`src/rtl/c39_pkg.sv`:
```
`default_nettype none
package c39_pkg;

  localparam int unsigned PosW  = 24;
  localparam int unsigned OffW  = 12;
  localparam int unsigned NBars = 5;
  localparam int unsigned NElem = 9;

  localparam logic [1:0] REQ_BEGIN  = 2'd0;
  localparam logic [1:0] REQ_DATA   = 2'd1;
  localparam logic [1:0] REQ_FINISH = 2'd2;
  localparam logic [1:0] REQ_UNUSED = 2'd3;

  localparam logic [2:0] CFG_NARROW_WIDTH = 3'd0;
  localparam logic [2:0] CFG_WIDE_WIDTH   = 3'd1;
  localparam logic [2:0] CFG_BAR_HEIGHT   = 3'd2;
  localparam logic [2:0] CFG_START_X      = 3'd3;
  localparam logic [2:0] CFG_START_Y      = 3'd4;

  localparam logic [7:0]  RST_NARROW_WIDTH = 8'd8;
  localparam logic [7:0]  RST_WIDE_WIDTH   = 8'd20;
  localparam logic [15:0] RST_BAR_HEIGHT   = 16'd75;
  localparam logic [15:0] RST_START_X      = 16'd0;
  localparam logic [15:0] RST_START_Y      = 16'd0;

  // element 0 of a character sits in the msb
  localparam logic [NElem-1:0] PAT_DELIM = 9'b010010100;

  typedef struct packed {
    logic [1:0] req_type;
    logic [7:0] ch;
  } in_t;

  typedef struct packed {
    logic [23:0] bar_x;
    logic [15:0] bar_y;
    logic [7:0]  bar_width;
    logic [15:0] bar_height_res;
    logic        last_bar;
  } out_t;

  typedef struct packed {
    logic [NBars-1:0][PosW-1:0] x;
    logic [NBars-1:0]           wide;
  } bar_set_t;

  function automatic logic [NElem-1:0] pattern_for(input logic [7:0] ch);
    logic [7:0]       c;
    logic [NElem-1:0] p;
    c = ch;
    if (ch inside {[8'h61:8'h7A]}) begin
      c = ch - 8'd32;
    end
    case (c)
      8'h30: p = 9'b000110100;
      8'h31: p = 9'b100100001;
      8'h32: p = 9'b001100001;
      8'h33: p = 9'b101100000;
      8'h34: p = 9'b000110001;
      8'h35: p = 9'b100110000;
      8'h36: p = 9'b001110000;
      8'h37: p = 9'b000100101;
      8'h38: p = 9'b100100100;
      8'h39: p = 9'b001100100;
      8'h41: p = 9'b100001001;
      8'h42: p = 9'b001001001;
      8'h43: p = 9'b101001000;
      8'h44: p = 9'b000011001;
      8'h45: p = 9'b100011000;
      8'h46: p = 9'b001011000;
      8'h47: p = 9'b000001101;
      8'h48: p = 9'b100001100;
      8'h49: p = 9'b001001100;
      8'h4A: p = 9'b000011100;
      8'h4B: p = 9'b100000011;
      8'h4C: p = 9'b001000011;
      8'h4D: p = 9'b101000010;
      8'h4E: p = 9'b000010011;
      8'h4F: p = 9'b100010010;
      8'h50: p = 9'b001010010;
      8'h51: p = 9'b000000111;
      8'h52: p = 9'b100000110;
      8'h53: p = 9'b001000110;
      8'h54: p = 9'b000010110;
      8'h55: p = 9'b110000001;
      8'h56: p = 9'b011000001;
      8'h57: p = 9'b111000000;
      8'h58: p = 9'b010010001;
      8'h59: p = 9'b110010000;
      8'h5A: p = 9'b011010000;
      8'h2D: p = 9'b010000101;
      8'h2E: p = 9'b110000100;
      8'h20: p = 9'b011000100;
      8'h2B: p = 9'b010001010;
      8'h25: p = 9'b000101010;
      8'h24: p = 9'b010101000;
      8'h2F: p = 9'b010100010;
      default: p = PAT_DELIM;
    endcase
    return p;
  endfunction

endpackage
`default_nettype wire

```
`src/rtl/c39_in_reg.sv`:
```
`default_nettype none
module c39_in_reg (
  input  wire logic         clk,
  input  wire logic         rst_n,
  input  wire logic         in_valid,
  output logic              in_ready,
  input  wire c39_pkg::in_t in_data,
  input  wire logic         ser_free,
  output c39_pkg::in_t      item,
  output logic              fire,
  output logic              busy
);

  logic         valid_r;
  logic         valid_nxt;
  c39_pkg::in_t item_r;
  logic         drop;
  logic         move;

  // unused request type leaves without producing bars
  assign drop     = (item_r.req_type == c39_pkg::REQ_UNUSED);
  assign move     = valid_r && (ser_free || drop);
  assign fire     = valid_r && ser_free && !drop;
  assign in_ready = !valid_r || move;
  assign item     = item_r;
  assign busy     = valid_r;

  always_comb begin
    valid_nxt = valid_r;
    if (in_valid && in_ready) begin
      valid_nxt = 1'b1;
    end else if (move) begin
      valid_nxt = 1'b0;
    end
  end

  always_ff @(posedge clk) begin
    if (!rst_n) begin
      valid_r <= 1'b0;
    end else begin
      valid_r <= valid_nxt;
    end
  end

  always_ff @(posedge clk) begin
    if (in_valid && in_ready) begin
      item_r <= in_data;
    end
  end

endmodule
`default_nettype wire

```
`src/rtl/c39_bar_calc.sv`:
```
`default_nettype none
module c39_bar_calc (
  input  wire logic         clk,
  input  wire logic         rst_n,
  input  wire c39_pkg::in_t item,
  input  wire logic         fire,
  input  wire logic [7:0]   narrow_width,
  input  wire logic [7:0]   wide_width,
  input  wire logic [15:0]  start_x,
  output c39_pkg::bar_set_t bars
);

  logic [c39_pkg::PosW-1:0]  x_position_r;
  logic [c39_pkg::PosW-1:0]  x_position_nxt;
  logic [c39_pkg::PosW-1:0]  base;
  logic [c39_pkg::NElem-1:0] pat;
  logic [c39_pkg::NElem-1:0] wide_el;
  logic [7:0]                w [c39_pkg::NElem];
  logic [8:0]                pair [4];
  logic [c39_pkg::OffW-1:0]  off [c39_pkg::NBars];
  logic [c39_pkg::OffW-1:0]  total;

  function automatic logic [c39_pkg::PosW-1:0] sat_add(
    input logic [c39_pkg::PosW-1:0] a,
    input logic [c39_pkg::OffW-1:0] b
  );
    logic [c39_pkg::PosW:0] s;
    s = {1'b0, a} + (c39_pkg::PosW+1)'(b);
    return s[c39_pkg::PosW] ? {c39_pkg::PosW{1'b1}} : s[c39_pkg::PosW-1:0];
  endfunction

  assign pat  = (item.req_type == c39_pkg::REQ_DATA) ? c39_pkg::pattern_for(item.ch)
                                                     : c39_pkg::PAT_DELIM;
  assign base = (item.req_type == c39_pkg::REQ_BEGIN) ? {8'd0, start_x} : x_position_r;

  always_comb begin
    for (int e = 0; e < c39_pkg::NElem; e++) begin
      wide_el[e] = pat[c39_pkg::NElem-1-e];
      w[e]       = wide_el[e] ? wide_width : narrow_width;
    end
    for (int j = 0; j < 4; j++) begin
      pair[j] = {1'b0, w[2*j]} + {1'b0, w[2*j+1]};
    end
    // offset of each bar from the character start
    off[0] = '0;
    off[1] = c39_pkg::OffW'(pair[0]);
    off[2] = off[1] + c39_pkg::OffW'(pair[1]);
    off[3] = off[2] + c39_pkg::OffW'(pair[2]);
    off[4] = off[3] + c39_pkg::OffW'(pair[3]);
    total  = off[4] + c39_pkg::OffW'(w[8]) + c39_pkg::OffW'(narrow_width);
    for (int k = 0; k < c39_pkg::NBars; k++) begin
      bars.x[k]    = sat_add(base, off[k]);
      bars.wide[k] = wide_el[2*k];
    end
    x_position_nxt = fire ? sat_add(base, total) : x_position_r;
  end

  always_ff @(posedge clk) begin
    if (!rst_n) begin
      x_position_r <= '0;
    end else begin
      x_position_r <= x_position_nxt;
    end
  end

endmodule
`default_nettype wire

```
`src/rtl/c39_bar_ser.sv`:
```
`default_nettype none
module c39_bar_ser (
  input  wire logic              clk,
  input  wire logic              rst_n,
  input  wire logic              load,
  input  wire c39_pkg::bar_set_t bars,
  output logic                   free,
  input  wire logic [7:0]        narrow_width,
  input  wire logic [7:0]        wide_width,
  input  wire logic [15:0]       bar_height,
  input  wire logic [15:0]       start_y,
  output logic                   out_valid,
  input  wire logic              out_ready,
  output c39_pkg::out_t          out_data
);

  logic                               valid_r;
  logic                               valid_nxt;
  logic [2:0]                         cnt_r;
  logic [2:0]                         cnt_nxt;
  logic [c39_pkg::NBars-1:0][23:0]    x_r;
  logic [c39_pkg::NBars-1:0]          wide_r;
  logic                               take;
  logic                               last;

  assign last      = (cnt_r == 3'(c39_pkg::NBars - 1));
  assign take      = valid_r && out_ready;
  assign free      = !valid_r || (out_ready && last);
  assign out_valid = valid_r;

  assign out_data.bar_x          = x_r[0];
  assign out_data.bar_y          = start_y;
  assign out_data.bar_width      = wide_r[0] ? wide_width : narrow_width;
  assign out_data.bar_height_res = bar_height;
  assign out_data.last_bar       = last;

  always_comb begin
    valid_nxt = valid_r;
    cnt_nxt   = cnt_r;
    if (load) begin
      valid_nxt = 1'b1;
      cnt_nxt   = '0;
    end else if (take) begin
      if (last) begin
        valid_nxt = 1'b0;
      end
      cnt_nxt = cnt_r + 3'd1;
    end
  end

  always_ff @(posedge clk) begin
    if (!rst_n) begin
      valid_r <= 1'b0;
      cnt_r   <= '0;
    end else begin
      valid_r <= valid_nxt;
      cnt_r   <= cnt_nxt;
    end
  end

  // bars leave from slot 0, the rest shift down
  always_ff @(posedge clk) begin
    if (load) begin
      x_r    <= bars.x;
      wide_r <= bars.wide;
    end else if (take) begin
      for (int k = 0; k < c39_pkg::NBars - 1; k++) begin
        x_r[k]    <= x_r[k+1];
        wide_r[k] <= wide_r[k+1];
      end
    end
  end

endmodule
`default_nettype wire

```
`src/rtl/code39_bar_generator_core.sv`:
```
`default_nettype none
// Code 39 bar generator. Each request (begin, data character, finish) yields five
// bar rectangles on the result channel, one per cycle while out_ready is high, the
// fifth marked last_bar; a request with req_type 3 yields nothing. A request waits
// in the input register, where the position logic works on it combinationally, then
// moves into the output shifter, which delivers a single result per cycle while
// out_ready is high. The next request
// is taken while the current bars are still leaving. Begin reloads the x position
// from start_x; x saturates at its 24-bit maximum. Configuration writes are taken at
// any time with cfg_ready held high, but should only be made while no request is in
// flight.
module code39_bar_generator_core (
  input  wire logic          clk,
  input  wire logic          rst_n,
  input  wire logic          in_valid,
  output logic               in_ready,
  input  wire c39_pkg::in_t  in_data,
  output logic               out_valid,
  input  wire logic          out_ready,
  output c39_pkg::out_t      out_data,
  input  wire logic          cfg_valid,
  output logic               cfg_ready,
  input  wire logic [2:0]    cfg_index,
  input  wire logic [15:0]   cfg_wdata
);

  logic [7:0]        narrow_width_r;
  logic [7:0]        wide_width_r;
  logic [15:0]       bar_height_r;
  logic [15:0]       start_x_r;
  logic [15:0]       start_y_r;
  c39_pkg::in_t      item;
  logic              fire;
  logic              busy;
  logic              ser_free;
  c39_pkg::bar_set_t bars;

  assign cfg_ready = 1'b1;

  always_ff @(posedge clk) begin
    if (!rst_n) begin
      narrow_width_r <= c39_pkg::RST_NARROW_WIDTH;
      wide_width_r   <= c39_pkg::RST_WIDE_WIDTH;
      bar_height_r   <= c39_pkg::RST_BAR_HEIGHT;
      start_x_r      <= c39_pkg::RST_START_X;
      start_y_r      <= c39_pkg::RST_START_Y;
    end else if (cfg_valid && cfg_ready) begin
      case (cfg_index)
        c39_pkg::CFG_NARROW_WIDTH: narrow_width_r <= cfg_wdata[7:0];
        c39_pkg::CFG_WIDE_WIDTH:   wide_width_r   <= cfg_wdata[7:0];
        c39_pkg::CFG_BAR_HEIGHT:   bar_height_r   <= cfg_wdata;
        c39_pkg::CFG_START_X:      start_x_r      <= cfg_wdata;
        c39_pkg::CFG_START_Y:      start_y_r      <= cfg_wdata;
        default: ;
      endcase
    end
  end

  c39_in_reg u_in_reg (
    .clk      (clk),
    .rst_n    (rst_n),
    .in_valid (in_valid),
    .in_ready (in_ready),
    .in_data  (in_data),
    .ser_free (ser_free),
    .item     (item),
    .fire     (fire),
    .busy     (busy)
  );

  c39_bar_calc u_bar_calc (
    .clk          (clk),
    .rst_n        (rst_n),
    .item         (item),
    .fire         (fire),
    .narrow_width (narrow_width_r),
    .wide_width   (wide_width_r),
    .start_x      (start_x_r),
    .bars         (bars)
  );

  c39_bar_ser u_bar_ser (
    .clk          (clk),
    .rst_n        (rst_n),
    .load         (fire),
    .bars         (bars),
    .free         (ser_free),
    .narrow_width (narrow_width_r),
    .wide_width   (wide_width_r),
    .bar_height   (bar_height_r),
    .start_y      (start_y_r),
    .out_valid    (out_valid),
    .out_ready    (out_ready),
    .out_data     (out_data)
  );

  // the bars of one character keep coming until the last one
  a_char_continues: assert property (@(posedge clk) disable iff (!rst_n)
    out_valid && out_ready && !out_data.last_bar |=> out_valid)
    else $error("bar sequence broken before last bar");

  // x never moves left within a character
  a_x_monotonic: assert property (@(posedge clk) disable iff (!rst_n)
    out_valid && out_ready && !out_data.last_bar |=>
      out_data.bar_x >= $past(out_data.bar_x))
    else $error("bar x decreased within a character");

  // an empty input register always takes a request
  a_idle_ready: assert property (@(posedge clk) disable iff (!rst_n)
    !busy |-> in_ready)
    else $error("input stalled while empty");

  // a new character only enters the shifter when the old one has left
  a_no_overwrite: assert property (@(posedge clk) disable iff (!rst_n)
    fire && out_valid |-> out_ready && out_data.last_bar)
    else $error("shifter loaded while bars pending");

endmodule
`default_nettype wire
```
`config.mk`:
```
export PLATFORM = sky130hd
export DESIGN_NAME = code39_bar_generator_core
export DESIGN_NICKNAME = d
export VERILOG_FILES = /design/src/rtl/c39_pkg.sv /design/src/rtl/c39_in_reg.sv /design/src/rtl/c39_bar_calc.sv /design/src/rtl/c39_bar_ser.sv /design/src/rtl/code39_bar_generator_core.sv
export SDC_FILE = /design/constraint.sdc
export NUM_CORES = 1
export LEC_CHECK = 0
export ABC_CLOCK_PERIOD_IN_PS = 30800
export BUFFER_PORTS_ARGS = -buffer_cell sky130_fd_sc_hd__buf_2
export CAP_MARGIN = 10
export CORE_MARGIN = 3
export CORE_UTILIZATION = 50
export DETAILED_ROUTE_END_ITERATION = 6
export PLACE_DENSITY_LB_ADDON = 0.12
export SETUP_SLACK_MARGIN = 0.15
export SLEW_MARGIN = 10
export SYNTH_ARGS = -nofsm -noshare
export SYNTH_HDL_FRONTEND = slang
export SYNTH_HIERARCHICAL = 1
export SYNTH_SLANG_ARGS = --single-unit
export TNS_END_PERCENT = 30
```
`constraint.sdc`:
```
create_clock -name clk -period 30.8 [get_ports clk]
set_clock_uncertainty 0.15 [all_clocks]
set_input_delay 1.54 -clock clk [delete_from_list [all_inputs] [get_ports clk]]
set_output_delay 1.54 -clock clk [all_outputs]
set_load 0.05 [all_outputs]
```
==> results of run 1 <==
## per-stage QoR
| stage | cells | worst slack [ns] | hold WS (ns) | utilization [%] | total power (uW) |
|---|---|---|---|---|---|
| 2_1_floorplan | 1822 | 19.65 | 0.285 | - | 921 |
| 3_3_place_gp | 2254 | 18.21 | 0.291 | 51.8 | 1060 |
| 3_5_place_dp | 2254 | 17.94 | 0.293 | 51.8 | 1060 |
| 4_1_cts | 2302 | 17.90 | 0.309 | 54.7 | 1430 |
| 5_1_grt | 2303 | 16.83 | 0.320 | 54.7 | 1530 |
| 6_report | 2303 | 17.77 | 0.307 | 54.7 | 1430 |
## final cells by class
cell class | count | area (sq um)
well taps | 455 | 569
fillers | 3122 | 15700
clock buffers | 33 | 759
clock inverters | 15 | 231
multi-input cells | 1348 | 10400
repair buffers | 118 | 642
flip-flops and latches | 228 | 5920
inverters | 106 | 398
## synth_stat cells (all sizes together) (4+ instances only)
cell / number
dfxtp: 93
nand3b: 4
ha: 101
a31o: 4
clkbuf: 31
mux2: 151
a21o: 37
a2111oi: 4
nand2: 227
a211o: 4
nand4: 5
nor2b: 24
inv: 105
buf: 109
o21ai: 96
o21a: 16
o21bai: 13
a22oi: 5
nor3: 20
o31ai: 5
nor2: 67
xor2: 24
o211ai: 11
xnor2: 77
a21oi: 115
and3: 16
a31oi: 13
fa: 42
mux2i: 119
nand3: 45
a21boi: 4
a211oi: 13
nand2b: 25
and2: 7
or3: 7
edfxtp: 135
## power by group through the flow
| stage | logic, uW | registers, uW | clock network (uW) |
|---|---|---|---|
| after floorplan | 547 | 374 | 0 |
| after global placement | 681 | 377 | 0 |
| after detailed placement | 685 | 378 | 0 |
| after CTS | 694 | 372 | 363 |
| after global routing | 785 | 374 | 375 |
| final | 699 | 371 | 355 |
## worst max-delay path: cells and delay by family (launching register included)
kind,cells,cell delay [ns]
buffers and inverters,5,0.68
XOR/XNOR,3,0.64
adder cells (fa/ha/maj),12,4.54
AO/OA/AOI/OAI,19,4.19
AND/OR/NAND/NOR,9,1.69
multiplexers,1,0.40
flip-flops,1,0.58
## routing by layer
layer / track usage (%) / vias to the layer above / wire, um
li1: - / 6441 / -
met1: 34.5 / 6385 / 21300
met2: 37.8 / 381 / 20400
met3: 3.99 / 73 / 2810
met4: 5.92 / 0 / 1030
met5: 0 / - / 0
## kinds of logic after synthesis
kind of cell,Yosys count
simple gates,463
compound gates,370
mux,270
xor+xnor,101
flops,228
other cells,1
buf+inv,246
fa+ha+maj,143
## cells in the final DEF, fill, tap and decap left out, types with 11 or more instances in the layout
cell and instances:
sky130_fd_sc_hd__buf_2 99, sky130_fd_sc_hd__and3_1 15, sky130_fd_sc_hd__xor2_1 24, sky130_fd_sc_hd__nand2_1 224, sky130_fd_sc_hd__buf_4 18, sky130_fd_sc_hd__o21bai_1 13, sky130_fd_sc_hd__ha_1 101, sky130_fd_sc_hd__nor2_1 62
sky130_fd_sc_hd__mux2i_1 119, sky130_fd_sc_hd__fa_1 42, sky130_fd_sc_hd__a21o_1 37, sky130_fd_sc_hd__o21ai_0 90, sky130_fd_sc_hd__dfxtp_1 93, sky130_fd_sc_hd__o211ai_1 11, sky130_fd_sc_hd__nand3_1 44, sky130_fd_sc_hd__inv_1 103
sky130_fd_sc_hd__mux2_2 144, sky130_fd_sc_hd__clkbuf_16 28, sky130_fd_sc_hd__xnor2_1 77, sky130_fd_sc_hd__a31oi_1 12, sky130_fd_sc_hd__a21oi_1 112, sky130_fd_sc_hd__nor2b_1 24, sky130_fd_sc_hd__nand2b_1 25, sky130_fd_sc_hd__o21a_1 16
sky130_fd_sc_hd__a211oi_1 13, sky130_fd_sc_hd__edfxtp_1 135, sky130_fd_sc_hd__nor3_1 18
## sequential cells by signal (all words and copies together), names as in the netlist
| register | flops |
|---|---|
| wide_width_r | 8 |
| u_bar_calc/x_position_r | 24 |
| bar_height_r | 16 |
| start_x_r | 16 |
| u_bar_ser/cnt_r | 3 |
| u_bar_ser/wide_r | 5 |
| u_bar_ser/x_r | 96 |
| u_bar_ser/out_data | 24 |
| narrow_width_r | 8 |
| start_y_r | 16 |
| u_in_reg/item | 10 |
| u_bar_ser/out_valid | 1 |
| u_in_reg/busy | 1 |
## worst min-delay path by stage
stage / cells after the start / from / endpoint
global placement: 2 / bar_height_r[9] / bar_height_r[9]
global route: 2 / bar_height_r[15] / bar_height_r[15]
CTS: 2 / bar_height_r[15] / bar_height_r[15]
floorplan: 2 / bar_height_r[10] / bar_height_r[10]
finish: 2 / start_x_r[1] / start_x_r[1]
detailed placement: 2 / bar_height_r[13] / bar_height_r[13]
==> summary.md, run 1 <==
| Metric | Value |
|---|---|
| Main combinational cell family by area after synthesis | multiplexers |
| Cell occurring most often along the worst timing path | sky130_fd_sc_hd__ha_1 |
| Signal arrival time at the worst endpoint | 13.29 ns |
| Width of the die | 194 um |
| Number of hold buffers added after cts | 0 |
| FF-to-FF path depth | 49 |
| Synthesized Nets | 1999 |
| Average size of a mapped cell | 9.65 sq um |
| Slowest stage delay, CP | 0.69 ns |
| Effective utilization at floorplan | 50.8% |
| CORE AREA | 34600 sq um |
| Number of enable-type register cells in the synthesized netlist | 135 |
| Total leakage power | 0.00844 uW |
| Area share of the leading cell type in the synthesized netlist | 23.1% |
| Vias | 13280 |
| Cell area after layout | 18900 sq um |
| Number of optimization iterations in the first detailed-route pass | 6 |
| Reg-to-reg slack, setup | 17.77 ns |
| Basic-gate share of the synthesized area counting and, or, nand and nor cells | 12.4% |
| Number of input and output port buffers inserted | 100 |
| Remaining DRCs | 0 |
| Multiplexer share of the synthesized area | 16.4% |
| TritonCTS clock tree | built |
| Clock Pin Slew Worst Setup and Hold Paths | 0.06 ns |
| Switch share | 39.0% |
| Number of pins exceeding their max-slew limit in the final report | 0 |
| Synth warnings | 6 |
| Result of the run | finished clean |
| Final number of setup-violating endpoints | 0 |
| Hold violation total from the final report | 0 |
| Power per unit of standard cell area | 75.2 nW/um^2 |
| Die area | 37400 sq um |
| Number of synthesized register bits | 228 |
| Final WL | 45.5 mm |
| Internal | 869 uW |
| Area growth syn-to-layout | 7.79% |
| Power share of the combinational group | 49.1% |
| Number of cells upsized or downsized after cts | 0 |
| Overall track demand over capacity in global routing | 23.9% |
| Pin count of the biggest net entering global routing | 101 |
| Ratio of cells with drive above 1 in the final layout | 18.3% |
| Worst R2R Start | u_in_reg/item[1] |
| Critical path startpoint | u_in_reg/item[1] |
| Count of antenna-violating nets left after detailed routing | 0 |
| Post-route fraction of the period consumed by the critical path | 42.3% |
| Worst-path fanout max | 15 |
| Via count of the first global-routing pass | 13184 |
| Crit Path Class | reg2reg |
| Worst vdd rail ir drop | 0.0000560 V |
| 1st-iter DRT viols | 1188 |
| Routed wire per std cell | 19.8 um |
| Primary flip-flop cell chosen by synthesis mapping | sky130_fd_sc_hd__edfxtp_1 |
| Height of the die | 194 um |
| Total Negative Setup Slacks | 0 ns |
| Critical Path Sink | u_bar_calc/x_position_r[10] |
| Top post-synthesis cells by area | sky130_fd_sc_hd__edfxtp_1, sky130_fd_sc_hd__dfxtp_1, sky130_fd_sc_hd__mux2_2 |
| Transition time of the tightest slew-check pin | 1.13 ns |
| Fraction of the mapped netlist area in adder cells | 12.0% |
| Cts bufs inserted | 26 |
| CTS Buffer Depth | 3 |
| Antenna violations before repair | 1 |
| Critical-path top delay cell | sky130_fd_sc_hd__a21boi_1 |
| Total setup buffers inserted after CTS | 0 |
| Half-perimeter wire length after detailed placement | 33.5 mm |
| Setup repair after global routing missed its margin | no |
| Endpoint of the worst register-to-register path | u_bar_calc/x_position_r[10] |
| Headroom to the max-slew limit | 23.7% |
| Root buffer cell | sky130_fd_sc_hd__clkbuf_16 |
| I/O pin count | 102 |
| Final global-route overflow total | 0 |
| Average via count per standard cell | 5.77 |
| Setup crit end kind | register |
| Final critical delay including setup and external delays | 13.03 ns |
| First-pass GRT wire length | 73.1 mm |
| Cells after Synth | 1822 |
| Share of power burned in the clock network | 24.9% |
| Switching power of the nets | 557 uW |
| Part of the total power dissipated in sequential elements | 26.1% |
| Global placer's final weighted congestion | 0.919 |
| Type of the worst min-delay path | reg2reg |
| Number of different library cells in the post-synthesis netlist | 92 |
| Final net count | 2005 |
| Number of violations of the max-capacitance limit | 0 |
| Required time at the endpoint of the critical path | 31.06 ns |
| Fmax | 0.0767 GHz |
| Cell type with the largest total area after synthesis | sky130_fd_sc_hd__edfxtp_1 |
| Instance area at placement | 17900 sq um |
| Post-synthesis instance area | 17600 sq um |
| Kind of start point of the critical path | register |
| Sequential fraction of the synthesis area | 33.7% |
| Placement Rows | 68 |
| Number of diodes added for antenna fixing | 0 |
| Htree depth | 1 |
| Post-synthesis share of cell area spent on xor and xnor gates | 5.03% |
| Clock sink count | 228 |
| Fraction of the mapped netlist area in compound gates | 13.4% |
| Clock latency of the later-clocked register in the worst-skew pair | 0.54 ns |
| Asr flop ratio synth | 0% |
Note: power is estimated with default switching activity, not from simulation.
==> run 2: changes to the inputs <==
--- a/config.mk
+++ b/config.mk
@@ -5,7 +5,7 @@
 export SDC_FILE = /design/constraint.sdc
 export NUM_CORES = 1
 export LEC_CHECK = 0
-export ABC_CLOCK_PERIOD_IN_PS = 30800
+export ABC_CLOCK_PERIOD_IN_PS = 12500
 export BUFFER_PORTS_ARGS = -buffer_cell sky130_fd_sc_hd__buf_2
 export CAP_MARGIN = 10
 export CORE_MARGIN = 3
==> constraint.sdc (replaced) <==
create_clock -name clk -period 12.5 [get_ports clk]
set_clock_uncertainty 0.15 [all_clocks]
set_input_delay 0.625 -clock clk [delete_from_list [all_inputs] [get_ports clk]]
set_output_delay 0.625 -clock clk [all_outputs]
set_load 0.05 [all_outputs]
==> run 2 against run 1 <==
Against the previous run: utilization grew 0.33 points; design area grew 0.59%; highest routed layer is now met5; worst setup slack got worse by 17 ns; hold slack got worse by 0.19 ns; power rose by 140%; non-clock buffer count rose by 13; first-iteration DRC count decreased by 16%; critical endpoint is now u_bar_calc/x_position_r[1]; sequential cell count did not move.
==> summary.md, run 2 (same netlist as run 1, synthesis figures left out) <==
| Metric | Value |
|---|---|
| Placement Rows | 68 (unchanged) |
| Die area | 37400 sq um (unchanged) |
| Worst R2R Start | u_in_reg/item[0] (was u_in_reg/item[1]) |
| Htree depth | 1 (unchanged) |
| Number of diodes added for antenna fixing | 0 (unchanged) |
| Cell area after layout | 19100 sq um (was 18900 sq um) |
| Setup crit end kind | register (unchanged) |
| Root buffer cell | sky130_fd_sc_hd__clkbuf_16 (unchanged) |
| Count of antenna-violating nets left after detailed routing | 0 (unchanged) |
| Vias | 13428 (was 13280) |
| Clock latency of the later-clocked register in the worst-skew pair | 0.55 ns (was 0.54 ns) |
| Width of the die | 194 um (unchanged) |
| Height of the die | 194 um (unchanged) |
| Kind of start point of the critical path | register (unchanged) |
| Reg-to-reg slack, setup | 0.62 ns (was 17.77 ns) |
| Clock Pin Slew Worst Setup and Hold Paths | 0.07 ns (was 0.06 ns) |
| Final critical delay including setup and external delays | 11.88 ns (was 13.03 ns) |
| Via count of the first global-routing pass | 12982 (was 13184) |
| Top reg by flops | u_bar_ser/x_r (unchanged) |
| Number of optimization iterations in the first detailed-route pass | 5 (was 6) |
| Total leakage power | 0.00852 uW (was 0.00844 uW) |
| I/O pin count | 102 (unchanged) |
| Number of pins exceeding their max-slew limit in the final report | 0 (unchanged) |
| Number of violations of the max-capacitance limit | 0 (unchanged) |
| Number of input and output port buffers inserted | 100 (unchanged) |
| Hold violation total from the final report | 0 (unchanged) |
| 1st-iter DRT viols | 1000 (was 1188) |
| Met2 track demand over resource | 36.0% (was 37.8%) |
| Ratio of cells with drive above 1 in the final layout | 19.5% (was 18.3%) |
| Routed wire per std cell | 19.3 um (was 19.8 um) |
| Type of the worst min-delay path | in2reg (was reg2reg) |
| Antenna violations before repair | 1 (unchanged) |
| Half-perimeter wire length after detailed placement | 32.9 mm (was 33.5 mm) |
| First-pass GRT wire length | 70.8 mm (was 73.1 mm) |
| CTS Buffer Depth | 3 (unchanged) |
| Required time at the endpoint of the critical path | 12.78 ns (was 31.06 ns) |
| Multi-input gate area | 10500 sq um (was 10400 sq um) |
| Global placer's final weighted congestion | 0.893 (was 0.919) |
| Cts bufs inserted | 26 (unchanged) |
| CORE AREA | 34600 sq um (unchanged) |
| Register cell area after layout | 5920 sq um (unchanged) |
| Endpoint of the worst register-to-register path | u_bar_calc/x_position_r[1] (was u_bar_calc/x_position_r[10]) |
| Met3 routing resource usage after global routing | 3.59% (was 3.99%) |
| Power per unit of standard cell area | 181 nW/um^2 (was 75.2 nW/um^2) |
| Signal arrival time at the worst endpoint | 12.17 ns (was 13.29 ns) |
| Most frequent standard cell in the layout excluding fill and tap cells | sky130_fd_sc_hd__nand2_1 (unchanged) |
| Final global-route overflow total | 0 (unchanged) |
| Headroom to the max-slew limit | 22.5% (was 23.7%) |
| Critical Path Sink | u_bar_calc/x_position_r[1] (was u_bar_calc/x_position_r[10]) |
| Remaining DRCs | 0 (unchanged) |
| Overall track demand over capacity in global routing | 23.0% (was 23.9%) |
| Total Negative Setup Slacks | 0 ns (unchanged) |
| Crit Path Class | reg2reg (unchanged) |
| Slowest stage delay, CP | 0.53 ns (was 0.69 ns) |
| GR peak layer | met2 (unchanged) |
| Final net count | 2018 (was 2005) |
| GR met1 Demand/Resource | 33.5% (was 34.5%) |
| Setup repair after global routing missed its margin | no (unchanged) |
| TritonCTS clock tree | built (unchanged) |
| Final number of setup-violating endpoints | 0 (unchanged) |
| Commonest cells after routing, fill and taps aside | sky130_fd_sc_hd__nand2_1, sky130_fd_sc_hd__mux2_2, sky130_fd_sc_hd__edfxtp_1 (unchanged) |
| Critical-path top delay cell | sky130_fd_sc_hd__or4_1 (was sky130_fd_sc_hd__a21boi_1) |
| Critical path startpoint | u_in_reg/item[0] (was u_in_reg/item[1]) |
| Average via count per standard cell | 5.80 (was 5.77) |
| FF-to-FF path depth | 45 (was 49) |
| Post-route fraction of the period consumed by the critical path | 95.1% (was 42.3%) |
| Pin count of the biggest net entering global routing | 75 (was 101) |
| Area growth syn-to-layout | 8.43% (was 7.79%) |
| Result of the run | finished clean (unchanged) |
| Count of fill cells added during filler insertion | 3073 (was 3122) |
| Effective utilization at floorplan | 50.8% (unchanged) |
| Number of hold buffers added after cts | 0 (unchanged) |
| Instance area at placement | 18000 sq um (was 17900 sq um) |
| Fmax | 0.0842 GHz (was 0.0767 GHz) |
| Worst-path fanout max | 11 (was 15) |
| Largest register FFs | 96 (unchanged) |
| Final WL | 44.6 mm (was 45.5 mm) |
| Worst vdd rail ir drop | 0.000157 V (was 0.0000560 V) |
| Clock sink count | 228 (unchanged) |
| Transition time of the tightest slew-check pin | 1.13 ns (about the same) |
-- run 2: changes by cell type in the layout (fill, tap and decap cells not counted), sizes merged --
cell      change
inv           +1
clkbuf        +1
bufinv        -4
clkinvlp      +1
buf          +13
clkinv        +1
-- run 2: cell type report --
cell class | instances | share of cell area (%)
clock buffer | 34 | 4.13
tap | 455 | 2.99
timing repair buffer | 131 | 3.90
clock inverter | 14 | 0.676
multi-input combinational | 1348 | 55.2
inverter | 106 | 2.09
sequential | 228 | 31.0
-- run 2: per-stage QoR --
stage          total power, uW  hold slack, ns  std cells  util [%]  setup slack [ns]
6_report                  3440           0.118       2316      55.0             0.617
5_1_grt                   3680           0.106       2316      55.0             0.118
4_1_cts                   3430          0.0924       2307      54.6             0.185
3_5_place_dp              2600           0.293       2259      51.9             0.228
3_3_place_gp              2590           0.291       2259      51.9             0.538
2_1_floorplan             2270           0.285       1822         -              1.35
-- run 2: layer usage --
| metal | part of all wire (%) | wire, um |
|---|---|---|
| met5 | 0.029 | 13 |
| met4 | 2.3 | 1040 |
| met3 | 5.5 | 2450 |
| met2 | 45 | 19900 |
| met1 | 48 | 21300 |
-- run 2: timing repair --
action | in CTS | in global routing
endpoints found under the setup margin | 0 | 24
resized for setup | 0 | 20
setup buffers | 0 | 7
-- run 2: worst min path at each step --
| stage | from | to | slack, ns | cells after the start |
|---|---|---|---|---|
| floorplan | bar_height_r[10] | bar_height_r[10] | 0.29 | 2 |
| global placement | bar_height_r[7] | bar_height_r[7] | 0.29 | 2 |
| detailed placement | bar_height_r[12] | bar_height_r[12] | 0.29 | 2 |
| CTS | in_data[3] | u_in_reg/item[3] | 0.09 | 1 |
| global route | in_data[6] | u_in_reg/item[6] | 0.11 | 1 |
| finish | in_data[3] | u_in_reg/item[3] | 0.12 | 1 |
-- run 2: power breakdown --
part           leakage (uW)  internal (uW)  switching (uW)  total, uW
sequential          0.00202            889            26.7        915
combinational       0.00604            706            1010       1720
clock              0.000449            486             325        811
total               0.00852           2080            1360       3440
-- run 2: worst max-delay path, delay by kind of cell, from the launching register on --
kind / cells / cell delay, ns
fa+ha+maj: 11 / 4.27
compound gates: 16 / 3.13
simple gates: 7 / 1.78
xor+xnor: 4 / 0.89
buf+inv: 6 / 0.74
flops: 1 / 0.45
mux: 1 / 0.37
==> run 3: changes to the inputs <==
--- a/config.mk
+++ b/config.mk
@@ -8,7 +8,7 @@
 export ABC_CLOCK_PERIOD_IN_PS = 12500
 export BUFFER_PORTS_ARGS = -buffer_cell sky130_fd_sc_hd__buf_2
 export CAP_MARGIN = 10
-export CORE_MARGIN = 3
+export CORE_MARGIN = 4
 export CORE_UTILIZATION = 50
 export DETAILED_ROUTE_END_ITERATION = 6
 export PLACE_DENSITY_LB_ADDON = 0.12
==> run 3 against run 2 <==
Against the previous run: routed wire length is 1.8% higher; worst setup slack better by 0.077 ns; combinational power hardly changed; via count is 0.37% lower; critical path type unchanged.
==> summary.md, run 3 (same netlist as run 1, synthesis figures left out) <==
| Metric | Value |
|---|---|
| Transition time of the tightest slew-check pin | 1.37 ns (was 1.13 ns) |
| Width of the die | 196 um (was 194 um) |
| Cell count after placement | 2258 (was 2259) |
| Final global-route overflow total | 0 (unchanged) |
| Height of the die | 196 um (was 194 um) |
| Top reg by flops | u_bar_ser/x_r (unchanged) |
| Overall track demand over capacity in global routing | 22.9% (was 23.0%) |
| Largest register FFs | 96 (unchanged) |
| Result of the run | finished clean (unchanged) |
| Cts bufs inserted | 26 (unchanged) |
| Hold violation total from the final report | 0 (unchanged) |
| TritonCTS clock tree | built (unchanged) |
| I/O pin count | 102 (unchanged) |
| Remaining DRCs | 0 (unchanged) |
| FF-to-FF path depth | 45 (unchanged) |
| Placement Rows | 68 (unchanged) |
| Worst-path fanout max | 11 (unchanged) |
| Effective utilization at floorplan | 50.8% (unchanged) |
| Power share of the combinational group | 51.2% (was 49.8%) |
| Htree depth | 1 (unchanged) |
| Setup crit end kind | register (unchanged) |
| Number of pins exceeding their max-slew limit in the final report | 0 (unchanged) |
| Worst R2R Start | u_in_reg/item[0] (unchanged) |
| Cell occurring most often along the worst timing path | sky130_fd_sc_hd__ha_1 |
| Ratio of cells with drive above 1 in the final layout | 19.5% (about the same) |
| Final critical delay including setup and external delays | 11.81 ns (was 11.88 ns) |
| Critical-path top delay cell | sky130_fd_sc_hd__or4_1 (unchanged) |
| Internal | 2030 uW (was 2080 uW) |
| Pin count of the biggest net entering global routing | 102 (was 75) |
| Routed wire per std cell | 19.6 um (was 19.3 um) |
| Final net count | 2018 (unchanged) |
| Slowest stage delay, CP | 0.53 ns (about the same) |
| Hold Path End | u_in_reg/item[1] (was u_in_reg/item[3]) |
| Number of optimization iterations in the first detailed-route pass | 5 (unchanged) |
| Power per unit of standard cell area | 179 nW/um^2 (was 181 nW/um^2) |
| Fmax | 0.0847 GHz (was 0.0842 GHz) |
| Antenna violations before repair | 0 (was 1) |
| Setup repair after global routing missed its margin | no (unchanged) |
| Count of fill cells added during filler insertion | 3149 (was 3073) |
| Share of power burned in the clock network | 21.8% (was 23.6%) |
| Switch share | 40.3% (was 39.6%) |
| Min-Delay Path Depth | 1 (unchanged) |
| Most frequent standard cell in the layout excluding fill and tap cells | sky130_fd_sc_hd__nand2_1 (unchanged) |
| 1st-iter DRT viols | 949 (was 1000) |
| Hold Crit Start | in_data[1] (was in_data[3]) |
| Commonest cells after routing, fill and taps aside | sky130_fd_sc_hd__nand2_1, sky130_fd_sc_hd__mux2_2, sky130_fd_sc_hd__edfxtp_1 (unchanged) |
| Count of antenna-violating nets left after detailed routing | 0 (unchanged) |
| Signal arrival time at the worst endpoint | 12.07 ns (was 12.17 ns) |
| Final number of setup-violating endpoints | 0 (unchanged) |
| Vias | 13378 (was 13428) |
| Clock sink count | 228 (unchanged) |
| Final WL | 45.4 mm (was 44.6 mm) |
| Total leakage power | 0.00846 uW (was 0.00852 uW) |
| Via count of the first global-routing pass | 13106 (was 12982) |
| First-pass GRT wire length | 71.9 mm (was 70.8 mm) |
| Type of the worst min-delay path | in2reg (unchanged) |
| Part of the total power dissipated in sequential elements | 26.9% (was 26.6%) |
| Die area | 38200 sq um (was 37400 sq um) |
| Clock Pin Slew Worst Setup and Hold Paths | 0.06 ns (was 0.07 ns) |
| Switching power of the nets | 1370 uW (was 1360 uW) |
| Average via count per standard cell | 5.78 (was 5.80) |
| Total Power | 3400 uW (was 3440 uW) |
| Post-route fraction of the period consumed by the critical path | 94.4% (was 95.1%) |
| Number of cells in the finished layout apart from fillers | 2316 (unchanged) |
| Number of input and output port buffers inserted | 100 (unchanged) |
| Crit Path Class | reg2reg (unchanged) |
| Number of diodes added for antenna fixing | 0 (unchanged) |
| Half-perimeter wire length after detailed placement | 33.3 mm (was 32.9 mm) |
| Headroom to the max-slew limit | 6.46% (was 22.5%) |
| Area growth syn-to-layout | 7.96% (was 8.43%) |
| Clock latency of the later-clocked register in the worst-skew pair | 0.54 ns (was 0.55 ns) |
| Required time at the endpoint of the critical path | 12.77 ns (was 12.78 ns) |
| Kind of start point of the critical path | register (unchanged) |
| Number of violations of the max-capacitance limit | 0 (unchanged) |
| CTS Buffer Depth | 3 (unchanged) |
| Endpoint of the worst register-to-register path | u_bar_calc/x_position_r[20] (was u_bar_calc/x_position_r[1]) |
| CORE AREA | 34600 sq um (unchanged) |
| Reg-to-reg slack, setup | 0.69 ns (was 0.62 ns) |
| Global placer's final weighted congestion | 0.899 (was 0.893) |
| Worst vdd rail ir drop | 0.000177 V (was 0.000157 V) |
| Root buffer cell | sky130_fd_sc_hd__clkbuf_16 (unchanged) |
[run 3: how the worst max path moves through the flow]
stage / slack (ns) / endpoint / from / depth (start not counted)
2_1_floorplan: 1.35 / u_bar_calc/x_position_r[18] / u_in_reg/item[0] / 45
3_3_place_gp: 0.27 / u_bar_calc/x_position_r[10] / u_in_reg/item[1] / 46
3_5_place_dp: -0.03 / u_bar_calc/x_position_r[10] / u_in_reg/item[1] / 46
4_1_cts: 0.17 / u_bar_calc/x_position_r[10] / u_in_reg/item[0] / 45
5_1_grt: 0.13 / u_bar_calc/x_position_r[10] / u_in_reg/item[0] / 47
6_report: 0.69 / u_bar_calc/x_position_r[20] / u_in_reg/item[0] / 45
[run 3: critical path: cells and delay by family, from the launching register on]
family | cells | cell delay (ns)
AOI/OAI and AO/OA | 16 | 3.07
DFF | 1 | 0.45
xor gates and xnor gates | 4 | 0.94
muxes | 1 | 0.37
buffers and inverters | 6 | 0.73
adders and majority gates | 11 | 4.23
and+or+nand+nor | 7 | 1.73
[run 3: metal layers]
metal,vias up,part of all wire (%),global-route usage [%],routed length [um]
met4,0,1.5,3.78,668
met3,49,5.3,2.98,2430
met5,-,0,0,0
met2,376,46,37.5,20700
met1,6496,48,33.3,21600
li1,6457,-,-,-
[run 3: cell type report]
| type | instances | area (sq um) | share of cell area, % |
|---|---|---|---|
| Clock buffer | 38 | 736 | 3.88 |
| Clock inverter | 10 | 93.8 | 0.494 |
| Inverter | 106 | 398 | 2.10 |
| Multi-Input combinational cell | 1348 | 10500 | 55.5 |
| Sequential cell | 228 | 5920 | 31.2 |
| Tap cell | 455 | 569 | 3.00 |
| Timing Repair Buffer | 131 | 739 | 3.90 |
[run 3: power groups by stage]
stage	clock [uW]	sequential [uW]	combinational, uW
finish	742	916	1740
global route	790	920	1950
CTS	761	915	1710
detailed placement	0	931	1680
global placement	0	929	1660
floorplan	0	922	1350
[run 3: metrics by stage]
stage	TNS [ns]	utilization (%)	worst slack [ns]	hold WS, ns	cell area [sq um]
3_3_place_gp	0	51.9	0.271	0.291	18000
5_1_grt	0	54.8	0.131	0.118	19000
6_report	0	54.8	0.695	0.132	19000
3_5_place_dp	-0.0659	51.9	-0.0269	0.294	18000
2_1_floorplan	0	-	1.35	0.285	17600
4_1_cts	0	54.4	0.172	0.112	18800
[run 3: repair_timing]
item,4_1_cts,5_1_grt
setup buffers,3,6
hold buffers,0,0
pin swaps,0,3
endpoints found under the setup margin,24,24
hold endpoints to repair,0,0
resized for setup,2,20
gates cloned,0,1
